<file path="src/hdl/twg_pkg.sv">
// Package for the table waveform generator: sizes, register indexes, wave and
// operation codes, and the fixed waveform ROM tables with their lookup functions.
// Depends on nothing; the interfaces and the top level import it.
package twg_pkg;

    // Sizes of the user store and the longest period.
    localparam int USER_DEPTH = 256;
    localparam int MAX_PERIOD = 512;

    localparam int UADDR_W  = (USER_DEPTH > 1) ? $clog2(USER_DEPTH) : 1;
    localparam int PHASE_W  = $clog2(MAX_PERIOD);
    localparam int PERIOD_W = $clog2(MAX_PERIOD + 1);

    // Field widths of the channels.
    localparam int OP_W       = 2;
    localparam int ADDR_W     = 8;
    localparam int BYTE_W     = 8;
    localparam int SAMPLE_W   = 12;
    localparam int POSITION_W = 9;
    localparam int WAVE_W     = 3;
    localparam int GAIN_W     = 18;
    localparam int OFFSET_W   = 12;
    localparam int VLEN_W     = 9;
    localparam int CFG_IDX_W  = 2;
    localparam int CFG_DATA_W = 18;

    // Table geometry.
    localparam int COUNT_W  = 8;
    localparam int SMOOTH_W = 2;
    localparam int FRAC_W   = 2;
    localparam int CENTER_W = 13;
    localparam int PROD_W   = 32;
    localparam int SCALE_SH = 16;
    localparam int VOL_SH   = 16 - 12;

    // Operation codes.
    localparam logic [OP_W-1:0] OP_TICK    = 2'd0;
    localparam logic [OP_W-1:0] OP_WRITE   = 2'd1;
    localparam logic [OP_W-1:0] OP_RESTART = 2'd2;

    // Configuration register indexes.
    localparam logic [CFG_IDX_W-1:0] CFG_WAVE_SELECT  = 2'd0;
    localparam logic [CFG_IDX_W-1:0] CFG_GAIN         = 2'd1;
    localparam logic [CFG_IDX_W-1:0] CFG_LEVEL_OFFSET = 2'd2;
    localparam logic [CFG_IDX_W-1:0] CFG_VOL_LENGTH   = 2'd3;

    // Wave codes.
    localparam logic [WAVE_W-1:0] WAVE_DC       = 3'd0;
    localparam logic [WAVE_W-1:0] WAVE_SINE_HQ  = 3'd1;
    localparam logic [WAVE_W-1:0] WAVE_SINE_LQ  = 3'd2;
    localparam logic [WAVE_W-1:0] WAVE_TRIANGLE = 3'd3;
    localparam logic [WAVE_W-1:0] WAVE_SAW      = 3'd4;
    localparam logic [WAVE_W-1:0] WAVE_SQUARE   = 3'd5;
    localparam logic [WAVE_W-1:0] WAVE_CARDIAC  = 3'd6;
    localparam logic [WAVE_W-1:0] WAVE_VOLATILE = 3'd7;

    // Reset values of the configuration registers.
    localparam logic [WAVE_W-1:0]   RST_WAVE   = WAVE_SINE_HQ;
    localparam logic [GAIN_W-1:0]   RST_GAIN   = 18'h10000;
    localparam logic [OFFSET_W-1:0] RST_OFFSET = 12'h800;
    localparam logic [VLEN_W-1:0]   RST_VLEN   = 9'd36;

    localparam logic [SAMPLE_W-1:0] MIDSCALE   = 12'h800;
    localparam logic [SAMPLE_W-1:0] SAMPLE_MAX = 12'hfff;
    localparam logic [BYTE_W:0]     USER_MID   = 9'd128;

    localparam logic [11:0] ROM_SINE [36] = '{
        12'h000, 12'h027, 12'h08E, 12'h130, 12'h209, 12'h311, 12'h441, 12'h58F, 12'h6F0,
        12'h85A, 12'h9C0, 12'hB19, 12'hC59, 12'hD76, 12'hE68, 12'hF26, 12'hFAB, 12'hFF3,
        12'hFFF, 12'hFD7, 12'hF70, 12'hECE, 12'hDF5, 12'hCED, 12'hBBD, 12'hA6F, 12'h90E,
        12'h7A4, 12'h63E, 12'h4E5, 12'h3A5, 12'h288, 12'h196, 12'h0D8, 12'h053, 12'h00B};

    localparam logic [11:0] ROM_TRIANGLE [36] = '{
        12'h000, 12'h0E3, 12'h1C6, 12'h2AA, 12'h38D, 12'h471, 12'h554, 12'h638, 12'h71B,
        12'h7FF, 12'h8E2, 12'h9C6, 12'hAA9, 12'hB8D, 12'hC70, 12'hD54, 12'hE37, 12'hF1B,
        12'hFFE, 12'hF1B, 12'hE37, 12'hD54, 12'hC70, 12'hB8D, 12'hAA9, 12'h9C6, 12'h8E2,
        12'h7FF, 12'h71B, 12'h638, 12'h554, 12'h471, 12'h38D, 12'h2AA, 12'h1C6, 12'h0E3};

    localparam logic [11:0] ROM_SAW [36] = '{
        12'h000, 12'h075, 12'h0EA, 12'h15F, 12'h1D4, 12'h249, 12'h2BE, 12'h333, 12'h3A8,
        12'h41D, 12'h492, 12'h507, 12'h57C, 12'h5F1, 12'h666, 12'h6DB, 12'h750, 12'h7C5,
        12'h83A, 12'h8AF, 12'h924, 12'h999, 12'hA0E, 12'hA83, 12'hAF8, 12'hB6D, 12'hBE2,
        12'hC57, 12'hCCC, 12'hD41, 12'hDB6, 12'hE2B, 12'hEA0, 12'hF15, 12'hF8A, 12'hFFF};

    localparam logic [11:0] ROM_SQUARE [2] = '{12'h000, 12'hfff};

    localparam logic [11:0] ROM_CARDIAC [128] = '{
        12'h3bd, 12'h397, 12'h391, 12'h391, 12'h396, 12'h393, 12'h3a2, 12'h3b3,
        12'h3b1, 12'h39f, 12'h38f, 12'h383, 12'h39b, 12'h3a3, 12'h3a0, 12'h3aa,
        12'h3ac, 12'h3bc, 12'h3d0, 12'h3f2, 12'h41c, 12'h439, 12'h425, 12'h401,
        12'h3f1, 12'h3c5, 12'h392, 12'h37a, 12'h374, 12'h37a, 12'h37f, 12'h386,
        12'h385, 12'h381, 12'h36c, 12'h385, 12'h3a1, 12'h39c, 12'h394, 12'h321,
        12'h176, 12'h1bf, 12'h3ad, 12'h728, 12'hc38, 12'hee3, 12'hfff, 12'h9f6,
        12'h410, 12'h181, 12'h000, 12'h0e0, 12'h154, 12'h1b8, 12'h1e8, 12'h219,
        12'h238, 12'h24f, 12'h288, 12'h2b8, 12'h2d6, 12'h2ed, 12'h319, 12'h33a,
        12'h34c, 12'h371, 12'h38f, 12'h3aa, 12'h3b7, 12'h3c7, 12'h3e4, 12'h3fc,
        12'h413, 12'h423, 12'h437, 12'h439, 12'h450, 12'h470, 12'h47f, 12'h48a,
        12'h482, 12'h48b, 12'h49a, 12'h499, 12'h48e, 12'h48a, 12'h477, 12'h44a,
        12'h426, 12'h3e6, 12'h386, 12'h324, 12'h2c3, 12'h280, 12'h25f, 12'h244,
        12'h234, 12'h233, 12'h235, 12'h251, 12'h275, 12'h295, 12'h2a6, 12'h2b0,
        12'h2c8, 12'h2e7, 12'h300, 12'h316, 12'h328, 12'h32e, 12'h32f, 12'h33f,
        12'h350, 12'h351, 12'h352, 12'h351, 12'h34a, 12'h356, 12'h35f, 12'h35d,
        12'h363, 12'h367, 12'h36b, 12'h377, 12'h384, 12'h37a, 12'h378, 12'h369};

    // Number of table entries of a wave; one for the modes without a table.
    function automatic logic [COUNT_W-1:0] wave_count(input logic [WAVE_W-1:0] sel);
        logic [COUNT_W-1:0] cnt;
        unique case (sel)
            WAVE_SINE_HQ, WAVE_SINE_LQ, WAVE_TRIANGLE, WAVE_SAW: cnt = 8'd36;
            WAVE_SQUARE:  cnt = 8'd2;
            WAVE_CARDIAC: cnt = 8'd128;
            default:      cnt = 8'd1;
        endcase
        return cnt;
    endfunction

    // Log2 of the interpolation steps between neighboring entries.
    function automatic logic [SMOOTH_W-1:0] wave_smooth(input logic [WAVE_W-1:0] sel);
        logic [SMOOTH_W-1:0] sm;
        unique case (sel)
            WAVE_SINE_HQ, WAVE_TRIANGLE, WAVE_SAW, WAVE_CARDIAC: sm = 2'd2;
            default: sm = 2'd0;
        endcase
        return sm;
    endfunction

    // Samples in one period of the selected wave.
    function automatic logic [PERIOD_W-1:0] wave_period(input logic [WAVE_W-1:0] sel,
                                                        input logic [VLEN_W-1:0] vlen);
        int n;
        if (sel == WAVE_VOLATILE) begin
            n = int'(vlen);
            if (n == 0) begin
                n = 1;
            end
            if (n > USER_DEPTH) begin
                n = USER_DEPTH;
            end
        end else begin
            n = int'(wave_count(sel)) << wave_smooth(sel);
        end
        if (n > MAX_PERIOD) begin
            n = MAX_PERIOD;
        end
        return PERIOD_W'(n);
    endfunction

    // ROM entry of a table wave; the index is below the wave's count.
    function automatic logic [SAMPLE_W-1:0] rom_entry(input logic [WAVE_W-1:0] sel,
                                                      input logic [6:0] idx);
        logic [SAMPLE_W-1:0] val;
        unique case (sel)
            WAVE_SINE_HQ, WAVE_SINE_LQ: val = ROM_SINE[idx[5:0]];
            WAVE_TRIANGLE: val = ROM_TRIANGLE[idx[5:0]];
            WAVE_SAW:      val = ROM_SAW[idx[5:0]];
            WAVE_SQUARE:   val = ROM_SQUARE[idx[0]];
            WAVE_CARDIAC:  val = ROM_CARDIAC[idx];
            default:       val = '0;
        endcase
        return val;
    endfunction

endpackage

</file>
<file path="src/hdl/twg_if.sv">
// Channel interfaces of the table waveform generator: command input, sample
// output and configuration write. Depends on twg_pkg for the field widths.

interface twg_cmd_if import twg_pkg::*; ();
    logic                valid;
    logic                ready;
    logic [OP_W-1:0]     operation;
    logic [ADDR_W-1:0]   user_address;
    logic [BYTE_W-1:0]   user_byte;

    modport source (output valid, output operation, output user_address,
                    output user_byte, input ready);
    modport sink   (input valid, input operation, input user_address,
                    input user_byte, output ready);
endinterface

interface twg_smp_if import twg_pkg::*; ();
    logic                  valid;
    logic                  ready;
    logic [SAMPLE_W-1:0]   sample;
    logic [POSITION_W-1:0] position;
    logic                  period_end;

    modport source (output valid, output sample, output position,
                    output period_end, input ready);
    modport sink   (input valid, input sample, input position,
                    input period_end, output ready);
endinterface

interface twg_cfg_if import twg_pkg::*; ();
    logic                  valid;
    logic                  ready;
    logic [CFG_IDX_W-1:0]  index;
    logic [CFG_DATA_W-1:0] data;

    modport source (output valid, output index, output data, input ready);
    modport sink   (input valid, input index, input data, output ready);
endinterface

</file>
<file path="src/hdl/twg_ram.sv">
// Generic single-port-write, single-port-read RAM with a registered read.
// Depends on nothing.
module twg_ram #(
    parameter int WIDTH = 8,
    parameter int DEPTH = 256
) (
    input  logic                                      i_clk,
    input  logic                                      i_wr_en,
    input  logic [((DEPTH > 1) ? $clog2(DEPTH) : 1)-1:0] i_wr_addr,
    input  logic [WIDTH-1:0]                          i_wr_data,
    input  logic                                      i_rd_en,
    input  logic [((DEPTH > 1) ? $clog2(DEPTH) : 1)-1:0] i_rd_addr,
    output logic [WIDTH-1:0]                          o_rd_data
);

    logic [WIDTH-1:0] r_mem [DEPTH];
    logic [WIDTH-1:0] r_rd_data;

    always_ff @(posedge i_clk) begin
        if (i_wr_en) begin
            r_mem[i_wr_addr] <= i_wr_data;
        end
        if (i_rd_en) begin
            r_rd_data <= r_mem[i_rd_addr];
        end
    end

    assign o_rd_data = r_rd_data;

endmodule

</file>
<file path="src/hdl/table_waveform_generator_unit.sv">
// Top level of the table waveform generator: phase sequencing, ROM lookup,
// interpolation, scaling and saturation around the user sample store.
// Depends on twg_pkg, the interfaces in twg_if.sv and the RAM twg_ram.
//
//   Channel   Modport  Direction  Payload                               Handshake
//   i_cmd     sink     in         operation, user_address, user_byte    valid/ready
//   o_smp     source   out        sample, position, period_end          valid/ready
//   i_cfg     sink     in         index, data                           valid/ready
//
// A tick transaction passes these steps from acceptance to a loaded output register:
// acceptance with the phase update, ROM lookup and user store read; interpolation; the
// gain multiplier; scaling and saturation. Writes and restarts give no result.
// Reset is synchronous and active low and holds both ready outputs low; it restores the
// configuration defaults and clears the phase, while the user store keeps its contents.
// A waiting result does not block the next command; a second one stalls in the last stage.
module table_waveform_generator_unit import twg_pkg::*; (
    input  logic       i_clk,
    input  logic       i_rst_n,
    twg_cmd_if.sink    i_cmd,
    twg_smp_if.source  o_smp,
    twg_cfg_if.sink    i_cfg
);

    // One-hot sequencer of a tick through the datapath.
    typedef enum logic [3:0] {
        ST_IDLE  = 4'b0001,
        ST_FETCH = 4'b0010,
        ST_MUL   = 4'b0100,
        ST_OUT   = 4'b1000
    } t_state;

    t_state r_state, n_state;

    // Configuration registers.
    logic [WAVE_W-1:0]   r_wave;
    logic [GAIN_W-1:0]   r_gain;
    logic [OFFSET_W-1:0] r_offset;
    logic [VLEN_W-1:0]   r_vlen;

    // Phase within the period.
    logic [PHASE_W-1:0]  r_phase, n_phase;

    // Datapath registers carried along with a tick.
    logic [SAMPLE_W-1:0]        r_s0, r_s1;
    logic [FRAC_W-1:0]          r_frac;
    logic [POSITION_W-1:0]      r_pos;
    logic                       r_end;
    logic signed [CENTER_W-1:0] r_center;
    logic signed [PROD_W-1:0]   r_prod;

    // Output register.
    logic                  r_out_valid, n_out_valid;
    logic [SAMPLE_W-1:0]   r_out_sample;
    logic [POSITION_W-1:0] r_out_pos;
    logic                  r_out_end;

    logic cmd_fire;
    logic tick_fire;
    logic user_wr;
    logic out_load;

    // Phase and table index for the tick being accepted.
    logic [PERIOD_W-1:0] w_period;
    logic [PHASE_W-1:0]  w_p;
    logic [PERIOD_W-1:0] w_p_inc;
    logic                w_last;
    logic [31:0]         w_p32;
    logic [31:0]         w_addr32;
    logic [SMOOTH_W-1:0] w_smooth;
    logic [COUNT_W-1:0]  w_count;
    logic [PHASE_W-1:0]  w_idx;
    logic [PHASE_W-1:0]  w_idx_next;
    logic [FRAC_W-1:0]   w_frac;

    // Interpolation and centering.
    logic signed [CENTER_W-1:0] w_diff;
    logic signed [15:0]         w_step;
    logic signed [15:0]         w_step_sh;
    logic signed [13:0]         w_interp;
    logic signed [13:0]         w_tbl_c;
    logic [BYTE_W:0]            w_user_c;
    logic signed [CENTER_W-1:0] w_center;
    logic [BYTE_W-1:0]          ram_rd_data;

    // Scaling and saturation.
    logic signed [16:0]   w_sum;
    logic [SAMPLE_W-1:0]  w_sample;

    assign i_cmd.ready = i_rst_n && (r_state == ST_IDLE);
    assign i_cfg.ready = i_rst_n;
    assign cmd_fire    = i_cmd.valid && i_cmd.ready;
    assign tick_fire   = cmd_fire && (i_cmd.operation == OP_TICK);

    // User store writes beyond the store are dropped.
    assign w_addr32 = 32'(i_cmd.user_address);
    assign user_wr  = cmd_fire && (i_cmd.operation == OP_WRITE)
                      && (w_addr32 < 32'(USER_DEPTH));

    // A stale phase after a change of wave or length restarts at position zero.
    always_comb begin
        w_period = wave_period(r_wave, r_vlen);
        w_p      = (32'(r_phase) >= 32'(w_period)) ? '0 : r_phase;
        w_p_inc  = PERIOD_W'(w_p) + PERIOD_W'(1);
        w_last   = (w_p_inc == w_period);
        w_p32    = 32'(w_p);
    end

    // Table index, its neighbor with wraparound to entry 0, and the fraction of the step between them.
    always_comb begin
        w_smooth = wave_smooth(r_wave);
        w_count  = wave_count(r_wave);
        w_idx    = w_p >> w_smooth;
        if (32'(w_idx) >= 32'(w_count)) begin
            w_idx = '0;
        end
        w_idx_next = w_idx + PHASE_W'(1);
        if (32'(w_idx_next) == 32'(w_count)) begin
            w_idx_next = '0;
        end
        w_frac = FRAC_W'(w_p & ((PHASE_W'(1) << w_smooth) - PHASE_W'(1)));
    end

    // The user store holds one sample per entry of the volatile wave. A write
    // and a read never meet in one cycle, since each comes from a command that is either a write or a tick.
    twg_ram #(
        .WIDTH (BYTE_W),
        .DEPTH (USER_DEPTH)
    ) u_user_ram (
        .i_clk     (i_clk),
        .i_wr_en   (user_wr),
        .i_wr_addr (w_addr32[UADDR_W-1:0]),
        .i_wr_data (i_cmd.user_byte),
        .i_rd_en   (tick_fire),
        .i_rd_addr (w_p32[UADDR_W-1:0]),
        .o_rd_data (ram_rd_data)
    );

    // Linear interpolation with floor rounding, then centering on midscale.
    // User samples are centered on 128 and moved up four bits so that both
    // sources share the same gain shift.
    always_comb begin
        w_diff    = $signed({1'b0, r_s1}) - $signed({1'b0, r_s0});
        w_step    = $signed({{(16-CENTER_W){w_diff[CENTER_W-1]}}, w_diff})
                    * $signed({{(16-FRAC_W){1'b0}}, r_frac});
        w_step_sh = w_step >>> wave_smooth(r_wave);
        w_interp  = $signed({2'b00, r_s0}) + w_step_sh[13:0];
        w_tbl_c   = w_interp - $signed({2'b00, MIDSCALE});
        w_user_c  = {1'b0, ram_rd_data} - USER_MID;
        if (r_wave == WAVE_VOLATILE) begin
            w_center = $signed({w_user_c, VOL_SH'(0)});
        end else begin
            w_center = w_tbl_c[CENTER_W-1:0];
        end
    end

    // The arithmetic shift of the product is a floor division by 2^16.
    always_comb begin
        w_sum = $signed({r_prod[PROD_W-1], r_prod[PROD_W-1:SCALE_SH]})
                + $signed({5'b00000, r_offset});
        if (r_wave == WAVE_DC) begin
            w_sample = r_offset;
        end else if (w_sum < 0) begin
            w_sample = '0;
        end else if (w_sum > $signed({5'b00000, SAMPLE_MAX})) begin
            w_sample = SAMPLE_MAX;
        end else begin
            w_sample = w_sum[SAMPLE_W-1:0];
        end
    end

    assign out_load = (r_state == ST_OUT) && (!r_out_valid || o_smp.ready);

    always_comb begin
        n_state     = r_state;
        n_phase     = r_phase;
        n_out_valid = r_out_valid;
        if (r_out_valid && o_smp.ready) begin
            n_out_valid = 1'b0;
        end
        unique case (r_state)
            ST_IDLE: begin
                if (tick_fire) begin
                    n_state = ST_FETCH;
                    n_phase = w_last ? '0 : w_p_inc[PHASE_W-1:0];
                end else if (cmd_fire && (i_cmd.operation == OP_RESTART)) begin
                    n_phase = '0;
                end
            end
            ST_FETCH: begin
                n_state = ST_MUL;
            end
            ST_MUL: begin
                n_state = ST_OUT;
            end
            ST_OUT: begin
                if (out_load) begin
                    n_state     = ST_IDLE;
                    n_out_valid = 1'b1;
                end
            end
            default: begin
                n_state = ST_IDLE;
            end
        endcase
    end

    // Control state and configuration.
    always_ff @(posedge i_clk) begin
        if (!i_rst_n) begin
            r_state     <= ST_IDLE;
            r_phase     <= '0;
            r_out_valid <= 1'b0;
            r_wave      <= RST_WAVE;
            r_gain      <= RST_GAIN;
            r_offset    <= RST_OFFSET;
            r_vlen      <= RST_VLEN;
        end else begin
            r_state     <= n_state;
            r_phase     <= n_phase;
            r_out_valid <= n_out_valid;
            if (i_cfg.valid && i_cfg.ready) begin
                unique case (i_cfg.index)
                    CFG_WAVE_SELECT:  r_wave   <= i_cfg.data[WAVE_W-1:0];
                    CFG_GAIN:         r_gain   <= i_cfg.data[GAIN_W-1:0];
                    CFG_LEVEL_OFFSET: r_offset <= i_cfg.data[OFFSET_W-1:0];
                    CFG_VOL_LENGTH:   r_vlen   <= i_cfg.data[VLEN_W-1:0];
                    default: ;
                endcase
            end
        end
    end

    // Datapath registers need no reset.
    always_ff @(posedge i_clk) begin
        if (tick_fire) begin
            r_s0   <= rom_entry(r_wave, w_idx[6:0]);
            r_s1   <= rom_entry(r_wave, w_idx_next[6:0]);
            r_frac <= w_frac;
            r_pos  <= w_p32[POSITION_W-1:0];
            r_end  <= w_last;
        end
        if (r_state == ST_FETCH) begin
            r_center <= w_center;
        end
        if (r_state == ST_MUL) begin
            r_prod <= $signed({{(PROD_W-CENTER_W){r_center[CENTER_W-1]}}, r_center})
                      * $signed({{(PROD_W-GAIN_W){1'b0}}, r_gain});
        end
        if (out_load) begin
            r_out_sample <= w_sample;
            r_out_pos    <= r_pos;
            r_out_end    <= r_end;
        end
    end

    assign o_smp.valid      = r_out_valid;
    assign o_smp.sample     = r_out_sample;
    assign o_smp.position   = r_out_pos;
    assign o_smp.period_end = r_out_end;

endmodule
</file>
<file path="src/flat_wrapper.sv">
// flat-port wrapper written by rule: the top's interface ports become plain ports
module table_waveform_generator_unit_flat import twg_pkg::*;
  (i_clk, i_rst_n, i_cmd_valid, i_cmd_operation, i_cmd_user_address, i_cmd_user_byte, i_cmd_ready, o_smp_valid, o_smp_sample, o_smp_position, o_smp_period_end, o_smp_ready, i_cfg_valid, i_cfg_index, i_cfg_data, i_cfg_ready);
  twg_cmd_if i_cmd_i ();
  twg_smp_if o_smp_i ();
  twg_cfg_if i_cfg_i ();
  input  logic i_clk;
  input  logic i_rst_n;
  input wire logic [$bits(i_cmd_i.valid)-1:0] i_cmd_valid;
  input wire logic [$bits(i_cmd_i.operation)-1:0] i_cmd_operation;
  input wire logic [$bits(i_cmd_i.user_address)-1:0] i_cmd_user_address;
  input wire logic [$bits(i_cmd_i.user_byte)-1:0] i_cmd_user_byte;
  output wire logic [$bits(i_cmd_i.ready)-1:0] i_cmd_ready;
  output wire logic [$bits(o_smp_i.valid)-1:0] o_smp_valid;
  output wire logic [$bits(o_smp_i.sample)-1:0] o_smp_sample;
  output wire logic [$bits(o_smp_i.position)-1:0] o_smp_position;
  output wire logic [$bits(o_smp_i.period_end)-1:0] o_smp_period_end;
  input wire logic [$bits(o_smp_i.ready)-1:0] o_smp_ready;
  input wire logic [$bits(i_cfg_i.valid)-1:0] i_cfg_valid;
  input wire logic [$bits(i_cfg_i.index)-1:0] i_cfg_index;
  input wire logic [$bits(i_cfg_i.data)-1:0] i_cfg_data;
  output wire logic [$bits(i_cfg_i.ready)-1:0] i_cfg_ready;
  assign i_cmd_i.valid = i_cmd_valid;
  assign i_cmd_i.operation = i_cmd_operation;
  assign i_cmd_i.user_address = i_cmd_user_address;
  assign i_cmd_i.user_byte = i_cmd_user_byte;
  assign i_cmd_ready = i_cmd_i.ready;
  assign o_smp_valid = o_smp_i.valid;
  assign o_smp_sample = o_smp_i.sample;
  assign o_smp_position = o_smp_i.position;
  assign o_smp_period_end = o_smp_i.period_end;
  assign o_smp_i.ready = o_smp_ready;
  assign i_cfg_i.valid = i_cfg_valid;
  assign i_cfg_i.index = i_cfg_index;
  assign i_cfg_i.data = i_cfg_data;
  assign i_cfg_ready = i_cfg_i.ready;
  table_waveform_generator_unit u_core (.i_clk(i_clk), .i_rst_n(i_rst_n), .i_cmd(i_cmd_i), .o_smp(o_smp_i), .i_cfg(i_cfg_i));
endmodule
</file>
<file path="config.mk">
export PLATFORM = sky130hd
export DESIGN_NAME = table_waveform_generator_unit_flat
export DESIGN_NICKNAME = d
export VERILOG_FILES = /design/src/hdl/twg_pkg.sv /design/src/hdl/twg_if.sv /design/src/hdl/twg_ram.sv /design/src/hdl/table_waveform_generator_unit.sv /design/src/flat_wrapper.sv
export SDC_FILE = /design/constraint.sdc
export NUM_CORES = 2
export LEC_CHECK = 0
export ABC_AREA = 1
export BUFFER_PORTS_ARGS = -buffer_cell sky130_fd_sc_hd__buf_2
export CORE_UTILIZATION = 49
export CTS_CLUSTER_SIZE = 20
export DETAILED_ROUTE_END_ITERATION = 6
export MAX_ROUTING_LAYER = met4
export PLACE_DENSITY = 0.63
export SETUP_SLACK_MARGIN = 0.02
export SYNTH_ARGS = -nofsm -noshare
export SYNTH_HDL_FRONTEND = slang
export SYNTH_HIERARCHICAL = 1
export SYNTH_SLANG_ARGS = --single-unit
export TNS_END_PERCENT = 20
</file>
<file path="constraint.sdc">
create_clock -name i_clk -period 9.05 [get_ports i_clk]
set_input_delay 0.4525 -clock i_clk [delete_from_list [all_inputs] [get_ports i_clk]]
set_output_delay 0.4525 -clock i_clk [all_outputs]
set_load 0.1 [all_outputs]
</file>
==> results.json <==
{
  "met2_length_um": 152000,
  "max-cap-violations": 0,
  "layout-drive-gt1-share": 0.0604,
  "ys_async_sr_fraction": 0,
  "wirelength_um": 330000,
  "slowest_stage": "dfxtp_1",
  "htreeDepth": 4,
  "max_stage_delay_ns": 0.44,
  "yosys.area.top_type": "edfxtp_1",
  "violations": "DRC",
  "status": "finished, violations left",
  "cts_tree": "built",
  "syn-num-nets": 10600,
  "finalSetupTns_ns": 0,
  "core.rowCount": 170,
  "grt_pass1_wl_um": 486000,
  "synth_seq_area_share": 0.619,
  "maxUsedRoutingLayer": "met4",
  "multi_input_area_mm2": 0.0352,
  "power_density_mw_per_mm2": 194,
  "grt-ovfl-total": 0,
  "syn_area_mm2": 0.106,
  "grt_usage": 0.308,
  "die_x_um": 467,
  "drc": 1,
  "synth_edf_count": 2143,
  "clk_pin_slew_ns": 0.06,
  "synth.avg_cell_area_um2": 10.4,
  "setup_viol": 0,
  "critPathCaptureType": "flop",
  "syn_inst": 10200,
  "gp_congestion": 1.04,
  "finish.net_count": 10500,
  "p_leak_nw": 43.5,
  "critPathKind": "reg2reg",
  "crit_arrival_ns": 8.83,
  "ir_drop_v": 0.000209,
  "cts_buffers": 221,
  "seqCellArea_mm2": 0.0655,
  "ys_warn_count": 6,
  "cp-start-kind": "flop",
  "antenna_found_initial": 19,
  "cts_setup_buffers": 0,
  "wl_met3_um": 27900,
  "synthTopCellsByArea": "edfxtp_1, nand3_1, nand2_1, fa_1, ha_1",
  "n_fill_cell": 18700,
  "period_share": 0.912,
  "fmax_mhz": 121,
  "synth_seq_cells": 2199,
  "synth_top_area_share": 0.609,
  "synth_flop_cell": "edfxtp_1",
  "slew_violations": 0,
  "dr.pass1.iters": 7,
  "first_global_vias": 73300,
  "relSlewSlack": 0.208,
  "cpMostUsedCell": "nand2_1",
  "hold_class": "in2reg",
  "crit_required_ns": 9.63,
  "worstMarginPinSlew_ns": 1.18,
  "die_area_mm2": 0.218,
  "area_delta_synth_final_pct": 9.06,
  "grt_max_degree": 262,
  "clock_skew_ns": 0.0603,
  "synth_cell_types": 68,
  "vias_per_cell": 5.90,
  "start_util": 0.493,
  "rsz0062_at_grt": "no",
  "cts_buffer_depth": 3,
  "dp.final_hpwl_um": 202000,
  "core_mm2": 0.214,
  "clock_sinks": 2199,
  "port_buffers": 67,
  "io_pins": 68,
  "route.layer.met1.wl_um": 139000,
  "postLayoutCoreUtil": 0.538,
  "ant_nets": 0,
  "chipHeight_um": 467,
  "clock_latency_ns": 0.88,
  "period_needed_ns": 8.25,
  "num_vias": 77100,
  "cts_root_buf": "clkbuf_16",
  "drtIter0Drc": 9447,
  "wl_per_cell_um": 25.2,
  "worstPathMaxFanout": 17,
  "hold_viol": 0
}
cell usage after synthesis (7+ instances only):
library cell  count
a211oi_1         14
a21o_1            8
a21oi_1         160
a31oi_1          17
buf_1            56
buf_2           279
buf_4            53
buf_6            19
clkbuf_1        207
clkinv_1          8
dfxtp_1          56
edfxtp_1       2143
fa_1            179
ha_1            216
inv_1           534
inv_2            20
nand2_1        2890
nand2_2          10
nand2_4           7
nand3_1        2200
nand3_2          12
nand4_1          33
nor2_1          605
nor2_2            7
nor3_1           37
nor4_1           14
o211ai_1         17
o21ai_0         169
o21ai_1          24
o21bai_1         13
o22ai_1          14
o31ai_1          15
or2_2            24
xnor2_1          19
xor2_1           48
report_power, final:
part	switching (mW)	internal, mW
clock network	3.85	5.09
logic	1.52	0.605
registers	0.0277	11.2
final timing paths:
path / to / slack [ns] / cells past startpoint / from
hold reg to reg: u_core/o_smp.position[5] / 0.41 / 0 / u_core/r_pos[5]
setup reg to reg: u_core/r_s1[7] / 0.80 / 53 / u_core/r_wave[2]
hold / removal: u_core/u_user_ram/r_mem[167][4] / 0.04 / 1 / i_cmd_user_byte[4]
setup / recovery: u_core/r_s1[7] / 0.80 / 53 / u_core/r_wave[2]
cells in the final DEF (no fill, tap or decap), types with 20 or more instances in the layout:
| cell | n |
|---|---|
| nand4_1 | 33 |
| inv_1 | 528 |
| clkbuf_1 | 62 |
| ha_1 | 216 |
| nor2_1 | 600 |
| clkbuf_16 | 231 |
| dfxtp_1 | 56 |
| clkinv_2 | 27 |
| edfxtp_1 | 2143 |
| or2_2 | 24 |
| o21ai_1 | 24 |
| xor2_1 | 48 |
| inv_2 | 20 |
| a21oi_1 | 160 |
| clkinv_1 | 60 |
| dlygate4sd3_1 | 24 |
| buf_2 | 59 |
| nand3_1 | 2200 |
| o21ai_0 | 169 |
| nand2_1 | 2882 |
| nor3_1 | 37 |
| buf_4 | 131 |
| fa_1 | 179 |
layout make-up:
| type | count | share of cell area |
|---|---|---|
| Antenna cell | 9 | 0.000195 |
| Clock buffer | 296 | 0.0524 |
| Clock inverter | 106 | 0.00836 |
| Inverter | 566 | 0.0190 |
| Multi-Input combinational cell | 6826 | 0.305 |
| Sequential cell | 2199 | 0.568 |
| Tap cell | 2838 | 0.0308 |
| Timing Repair Buffer | 235 | 0.0165 |
cells by family (layout without fill, tap and decap cells):
group                    count (synthesis)  after routing  synth area share
AND/OR/NAND/NOR                       5858           5858             0.239
flip-flops                            2199           2199             0.619
buffers and inverters                 1181           1203            0.0487
AO/OA/AOI/OAI                          501            501            0.0275
adder cells (fa/ha/maj)                395            395            0.0595
XOR/XNOR                                67             67           0.00555
multiplexers                             5              5          0.000473
other                                    0              9                 0
per-layer routing:
metal / global-route usage / vias up
met5: - / -
met4: 0.101 / 0
met3: 0.0476 / 602
met2: 0.465 / 3492
met1: 0.428 / 38100
li1: - / 34900
worst max-delay path, delay by kind of cell (launching register included):
family                   cells  cell delay, ns
buffers and inverters        9            1.10
flip-flops                   1            0.44
AO/OA/AOI/OAI                6            0.99
AND/OR/NAND/NOR             32            3.77
adder cells (fa/ha/maj)      5            1.46
XOR/XNOR                     1            0.16
flip-flops by register name, indices dropped and copies added (netlist names), 2 cells and up:
name                         flops
u_core/o_smp.position            9
u_core/r_center                 13
u_core/o_smp.sample             12
u_core/r_prod                   16
u_core/r_phase                   9
u_core/r_offset                 12
u_core/r_s0                     12
u_core/r_pos                     9
u_core/r_frac                    2
u_core/r_gain                   18
u_core/r_state                   4
u_core/r_s1                     12
u_core/u_user_ram/o_rd_data      8
u_core/r_wave                    3
u_core/u_user_ram/r_mem       2048
u_core/r_vlen                    9
stage by stage:
stage / hold slack (ns) / instance area [um^2] / setup slack, ns / power (mW) / instances
after floorplan: 0.400 / 106000 / 1.45 / 12.7 / 10200
after global placement: 0.401 / 108000 / 0.570 / 13.5 / 12600
after detailed placement: 0.413 / 108000 / 0.555 / 13.5 / 12600
after CTS: 0.00838 / 115000 / 0.471 / 22.4 / 13100
after global routing: 0.0335 / 115000 / 0.0671 / 23.0 / 13100
final: 0.0440 / 115000 / 0.800 / 22.3 / 13100
repair_timing:
item                       4_1_cts  5_1_grt
setup endpoints to repair        0       10
resized for setup                0        3
hold endpoints to repair        91        0
hold buffers                    24        0
Note: power is estimated with default switching activity, not from simulation.
